File: src/design/smx_ram.sv
`timescale 1ns / 1ps
module smx_ram #(
    parameter int unsigned DEPTH = 4,
    parameter int unsigned WIDTH = 32,
    parameter int unsigned AW    = (DEPTH > 1) ? $clog2(DEPTH) : 1
) (
    input  logic             i_clk,
    input  logic             i_we,
    input  logic [AW-1:0]    i_waddr,
    input  logic [WIDTH-1:0] i_wdata,
    input  logic [AW-1:0]    i_raddr,
    output logic [WIDTH-1:0] o_rdata
);
    logic [WIDTH-1:0] r_mem [DEPTH];
    logic [WIDTH-1:0] r_rdata;

    always_ff @(posedge i_clk) begin
        if (i_we) begin
            r_mem[i_waddr] <= i_wdata;
        end
        r_rdata <= r_mem[i_raddr];
    end

    assign o_rdata = r_rdata;
endmodule

File: config.mk
export PLATFORM = sky130hd
export DESIGN_NAME = smx_ram
export DESIGN_NICKNAME = d
export VERILOG_FILES = /design/src/design/smx_ram.sv
export SDC_FILE = /design/constraint.sdc
export NUM_CORES = 1
export LEC_CHECK = 0
export ABC_AREA = 1
export BUFFER_PORTS_ARGS = -buffer_cell sky130_fd_sc_hd__buf_2
export CAP_MARGIN = 25
export CORE_MARGIN = 3
export CORE_UTILIZATION = 52
export CTS_CLUSTER_DIAMETER = 50
export DETAILED_ROUTE_END_ITERATION = 6
export PLACE_DENSITY_LB_ADDON = 0.2
export SLEW_MARGIN = 5
export SYNTH_ARGS = -nofsm -noshare
export SYNTH_HDL_FRONTEND = slang
export SYNTH_SLANG_ARGS = --single-unit
File: constraint.sdc
create_clock -name i_clk -period 2.78 [get_ports i_clk]
set_clock_uncertainty 0.05 [all_clocks]
set_input_delay 0 -clock i_clk [delete_from_list [all_inputs] [get_ports i_clk]]
set_output_delay 0 -clock i_clk [all_outputs]
set_load 0.02 [all_outputs]
==> results.json, run 1 <==
{
  "share_of_power_burned_in_combinational_logic_pct": 7.6,
  "tritoncts": "built",
  "max_cap_violations": 0,
  "min_period_ns": 0.985,
  "die_height_um": 114,
  "relSlewSlack_pct": 53.8,
  "gp_routability_congestion": 0.729,
  "reg2regPathDepth": 4,
  "core_um2": 11100,
  "hold_path_startpoint": "i_raddr[1]",
  "power_switching_mw": 1.14,
  "cp_data_required_time_ns": 2.73,
  "timing.hold.worst_endpoint": "o_rdata[8]$_DFF_P_",
  "critical_path.top_delay_family": "flip-flops",
  "synth_xor_xnor_area_share_pct": 0,
  "htreeDepth": 4,
  "areaGrowthSynthToFinish_pct": 22.8,
  "rsz0062_at_grt": "no",
  "critical_path.reg2reg.endpoint": "o_rdata[7]$_DFF_P_",
  "syn_inst": 541,
  "rrSetupSlack_ns": 1.90,
  "synth_top_family_by_area": "simple AND/OR/NAND/NOR gates",
  "switching_share_pct": 21.2,
  "synthesis.nets": 579,
  "post-synth-top-area-fraction_pct": 63.2,
  "grt_pass1_vias": 3760,
  "synth.avg_cell_area_um2": 11.2,
  "synth_seq_cells": 160,
  "crit_arrival_ns": 0.94,
  "synth-simple-area-share_pct": 15.5,
  "synth_adder_area_share_pct": 0,
  "max_transition_viols_final": 0,
  "worst-slew-pin-transition_ns": 0.692,
  "peakVddDrop_mv": 0.481,
  "final.setup.worst_slack_ns": 1.79,
  "slowest_stage": "dfxtp_1",
  "routed_wirelength_mm": 11.4,
  "share_of_final_layout_standard_cells_stronger_than_drive_strength_1_pct": 16.5,
  "detailedRoute.firstPassIterationCount": 4,
  "power_density_nw_per_um2": 721,
  "run_status": "complete, no violations",
  "port_buffers": 69,
  "grt_first_pass_wirelength_mm": 18.4,
  "chipWidth_um": 114,
  "route.detailed.drc": 0,
  "seqPwrFrac_pct": 51.4,
  "power_report.internal_total_mw": 4.24,
  "diodes": 0,
  "path_buf_inv": 1,
  "dpl.cell_count": 741,
  "grt_start_max_net_pins": 65,
  "endpoint_kind": "primary output",
  "pwr-share-clk_pct": 41.0,
  "final_hold_violation_count": 0,
  "critical_path.max_fanout": 1,
  "setup-violations-final": 0,
  "path_class": "flip-flop to primary output",
  "detailedPlacementHpwl_mm": 6.51,
  "dr.first_iter.drc_count": 288,
  "synth.cells.most_frequent": "nand2_1, inv_1, edfxtp_1",
  "sequential_area_share_after_synthesis_pct": 73.8,
  "number_of_cells_on_the_worst_hold_path": 4,
  "groute.usage.overall_pct": 18.9,
  "cts_inserted_buffers": 17,
  "synth_compound_gate_area_share_pct": 0,
  "crit_path_start_kind": "flip-flop",
  "core.rowCount": 38,
  "critical_path.cell_chain": "buf_2",
  "post-synth-top-area-cell": "edfxtp_1",
  "starting_density_of_the_core_pct": 54.6,
  "mappedNetlistArea_um2": 6080,
  "postCtsSetupBuffers": 0,
  "final_min_period_over_clock_period_pct": 35.4,
  "vias": 3808,
  "min_path_type": "input pin to flip-flop",
  "fp.dieArea_um2": 13000,
  "global_route.overflow_total": 0,
  "netlist_top_cells_area": "edfxtp_1, dfxtp_1, nand2_1, inv_1, nand3_1",
  "slowest_delay_ns": 0.35,
  "synth-edff-count": 128,
  "critical_path.reg2reg.startpoint": "r_mem[1][7]$_DFFE_PP_",
  "placement.setup.worst_slack_ns": 1.47,
  "detail-route-antenna-nets": 0,
  "clock_input_transition_at_the_sequential_cells_of_the_worst_setup_and_hold_paths_ns": 0.06,
  "finish.net_count": 690,
  "synth_most_common_cell": "nand2_1",
  "route.detailed.vias_per_inst": 4.73,
  "top_level_ports": 70,
  "synth_ff_type": "edfxtp_1",
  "yosysUniqueCellTypes": 10,
  "cts_root_buf": "clkbuf_16",
  "clockBufferDepth": 2,
  "timing.fmax_ghz": 1.01,
  "post_synth_mux_area_share_pct": 0,
  "grt_antenna_before_repair": 0,
  "clock_sinks": 160,
  "static-leakage-power_nw": 3.45,
  "clock_latency_ns": 0.41,
  "ys_warn_count": 0,
  "routedWlPerCell_um": 14.2,
  "postSynth.asyncResetShare_pct": 0,
  "fin_cells": 805
}
routing by layer:
metal  vias up  wire length, um  track usage, %
li1       1906                -               -
met3        13              596            5.13
met1      1785             4880            24.3
met2       104             5760            30.4
met4         0              176            8.00
met5         -                0               0
registers in the layout (all words and copies together) (netlist names):
signal	count
o_rdata	32
r_mem	128
logic make-up (layout without fill, tap and decap cells):
kind of cell | count (synthesis) | after routing
and+or+nand+nor | 228 | 228
DFF | 160 | 160
buffers and inverters | 153 | 277
cell type report:
class | count | area (um2)
multi-input combinational | 228 | 973
inverter | 133 | 499
sequential | 160 | 4480
fill | 857 | 3660
clock inverter | 6 | 82.6
timing repair buffer | 112 | 768
clock buffer | 26 | 479
tap | 140 | 175
timing repair:
item / CTS / global route
endpoints found under the hold margin: 128 / 0
hold buffers: 32 / 0
setup endpoints to repair: 0 / 0
gates resized for setup: 0 / 0
how the worst max path moves through the flow:
stage	start	end	slack, ns	cells after the start
2_1_floorplan	i_waddr[0]	r_mem[2][0]$_DFFE_PP_	-0.01	1
3_3_place_gp	i_raddr[1]	o_rdata[21]$_DFF_P_	1.33	4
3_5_place_dp	i_raddr[0]	o_rdata[6]$_DFF_P_	1.47	6
4_1_cts	o_rdata[2]$_DFF_P_	o_rdata[2]	1.77	1
5_1_grt	o_rdata[2]$_DFF_P_	o_rdata[2]	1.76	1
6_report	o_rdata[2]$_DFF_P_	o_rdata[2]	1.79	1
cells in the final DEF, fill, tap and decap left out:
cell type	instances
clkbuf_1	7
dfxtp_1	32
nand3_1	64
clkbuf_8	2
dlygate4sd3_1	32
clkbuf_16	17
bufinv_16	2
edfxtp_1	128
nor3_4	2
inv_2	1
buf_16	1
buf_2	69
nor3_2	2
inv_1	132
buf_4	10
clkinvlp_4	1
clkinv_2	3
nand2_1	160
power by group through the flow:
stage,logic (mW),registers [mW],clock network (mW)
after floorplan,0.176,2.87,0
after global placement,0.360,2.81,0
after detailed placement,0.377,2.81,0
after CTS,0.415,2.77,2.25
after global routing,0.458,2.78,2.34
final,0.410,2.76,2.21
per-stage QoR:
| stage | cell area (um2) | TNS [ns] | util [%] | total power [mW] | hold WS (ns) |
|---|---|---|---|---|---|
| after CTS | 7460 | 0 | 67.1 | 5.43 | 0.0825 |
| after global placement | 6550 | 0 | 58.9 | 3.17 | 0.162 |
| after global routing | 7460 | 0 | 67.1 | 5.58 | 0.116 |
| final | 7460 | 0 | 67.1 | 5.38 | 0.0980 |
| after floorplan | 6090 | -0.561 | - | 3.04 | 0.0489 |
| after detailed placement | 6580 | 0 | 59.1 | 3.19 | 0.169 |
Power figures use the tool's default switching activity.
==> run 2: changes to the inputs <==
Settings changed: CORE_UTILIZATION 52 to 55.
Clock period 2.78 ns to 1.01 ns, I/O delays scaled along.
==> results.json, run 2 (synthesis results as in run 1) <==
{
  "run_status": "finished, violations left",
  "failing_checks": "negative hold slack, negative setup slack",
  "reg2regPathDepth": 4,
  "placement.setup.worst_slack_ns": -0.126,
  "crit_arrival_ns": 0.98,
  "grt_antenna_before_repair": 0,
  "final_min_period_over_clock_period_pct": 102,
  "areaGrowthSynthToFinish_pct": 28.9,
  "timing.hold.worst_endpoint": "r_mem[0][6]$_DFFE_PP_",
  "critical_path.max_fanout": 1,
  "gp_routability_congestion": 0.758,
  "detailedRoute.firstPassIterationCount": 4,
  "core_um2": 10600,
  "layout.cells.most_common": "nand2_1",
  "postCtsSetupBuffers": 0,
  "port_buffers": 69,
  "ctsHoldBuffers": 34,
  "rrSetupSlack_ns": 0.19,
  "slowest_delay_ns": 0.35,
  "path_class": "flip-flop to primary output",
  "route.detailed.drc": 0,
  "peakVddDrop_mv": 1.28,
  "htreeDepth": 4,
  "die_height_um": 111,
  "path_buf_inv": 1,
  "grt_first_pass_wirelength_mm": 18.9,
  "setup-violations-final": 3,
  "core.rowCount": 37,
  "cp_data_required_time_ns": 0.96,
  "cts_root_buf": "clkbuf_8",
  "tritoncts": "built",
  "top_register": "r_mem",
  "crit_path_start_kind": "flip-flop",
  "clock_latency_ns": 0.52,
  "number_of_cells_on_the_worst_hold_path": 3,
  "final_hold_violation_count": 25,
  "mostFrequentLayoutCells": "nand2_1, inv_1, edfxtp_1",
  "finish.net_count": 696,
  "min_period_ns": 1.03,
  "static-leakage-power_nw": 3.57,
  "dpl.cell_count": 741,
  "clock_sinks": 160,
  "detailedPlacementHpwl_mm": 6.59,
  "critical_path.cell_chain": "buf_6",
  "cts_inserted_buffers": 17,
  "worst-slew-pin-transition_ns": 0.335,
  "critical_path.reg2reg.endpoint": "o_rdata[31]$_DFF_P_",
  "top_level_ports": 70,
  "endpoint_kind": "primary output",
  "final.setup.worst_slack_ns": -0.0248,
  "clockBufferDepth": 2,
  "share_of_final_layout_standard_cells_stronger_than_drive_strength_1_pct": 22.2,
  "power_density_nw_per_um2": 1910,
  "max_transition_viols_final": 0,
  "critical_path.reg2reg.startpoint": "r_mem[3][31]$_DFFE_PP_",
  "fp.dieArea_um2": 12300,
  "grt_start_max_net_pins": 37,
  "fin_cells": 807,
  "detail-route-antenna-nets": 0,
  "route.detailed.vias_per_inst": 4.70,
  "global_route.overflow_total": 0,
  "critical_path.top_delay_family": "flip-flops",
  "largest_register_ff_count": 128,
  "dr.first_iter.drc_count": 250,
  "groute.usage.overall_pct": 19.8,
  "max_cap_violations": 0,
  "relSlewSlack_pct": 77.7,
  "hold-worst-slack_ns": -0.0120,
  "hold_path_startpoint": "i_waddr[0]",
  "timing.fmax_ghz": 0.966,
  "routedWlPerCell_um": 14.2,
  "chipWidth_um": 111,
  "rsz0062_at_grt": "yes",
  "vias": 3789,
  "routed_wirelength_mm": 11.5,
  "clock_input_transition_at_the_sequential_cells_of_the_worst_setup_and_hold_paths_ns": 0.06,
  "starting_density_of_the_core_pct": 57.6,
  "slowest_stage": "dfxtp_2",
  "min_path_type": "input pin to flip-flop",
  "diodes": 0,
  "grt_pass1_vias": 3851
}
-- run 2: cell count changes in the layout (fill, tap and decap cells not counted), moves of 6 or more --
cell      delta
clkbuf_1     -6
dfxtp_2     +32
dfxtp_1     -32
buf_6       +34
buf_12       +7
buf_2       -32
-- run 2: timing repair --
| action | CTS | global route |
|---|---|---|
| hold endpoints to repair | 238 | 33 |
| setup endpoints to repair | 32 | 36 |
| resized for setup | 95 | 3 |
-- run 2: worst max-delay path by stage --
stage / start / to / slack (ns) / depth (start not counted)
global route: o_rdata[0]$_DFF_P_ / o_rdata[0] / -0.06 / 1
detailed placement: i_waddr[1] / r_mem[3][16]$_DFFE_PP_ / -0.13 / 4
global placement: i_waddr[1] / r_mem[3][16]$_DFFE_PP_ / -0.09 / 4
CTS: o_rdata[0]$_DFF_P_ / o_rdata[0] / -0.04 / 1
floorplan: i_we / r_mem[0][0]$_DFFE_PP_ / -0.39 / 2
finish: o_rdata[0]$_DFF_P_ / o_rdata[0] / -0.02 / 1
-- run 2: metrics by stage --
stage,util (%),instance area (um2),setup TNS (ns),total power [mW]
2_1_floorplan,-,6120,-49.51,8.39
6_report,74.2,7840,-0.0298,15.0
3_5_place_dp,63.3,6690,-10.52,8.82
5_1_grt,74.2,7840,-0.832,15.5
4_1_cts,74.1,7830,-0.387,15.1
3_3_place_gp,63.3,6690,-6.57,8.78
-- run 2: power breakdown --
| group | internal (mW) | switching [mW] | leakage (nW) |
|---|---|---|---|
| combinational | 0.591 | 0.743 | 1.85 |
| clock | 3.60 | 2.38 | 0.265 |
| sequential | 7.54 | 0.120 | 1.45 |
-- run 2: final cells by class --
class,count,area (um2)
Inverter,133,499
Sequential cell,160,4520
Multi-Input combinational cell,228,986
Fill cell,697,2720
Tap cell,136,170
Timing Repair Buffer,118,1090
Clock buffer,20,445
Clock inverter,12,116
-- run 2: layer usage --
metal	GRT usage [%]	vias up	wire length, um
met5	0	-	0
met4	7.22	0	130
met3	4.20	12	471
met2	35.1	88	6030
met1	23.9	1769	4830
li1	-	1920	-
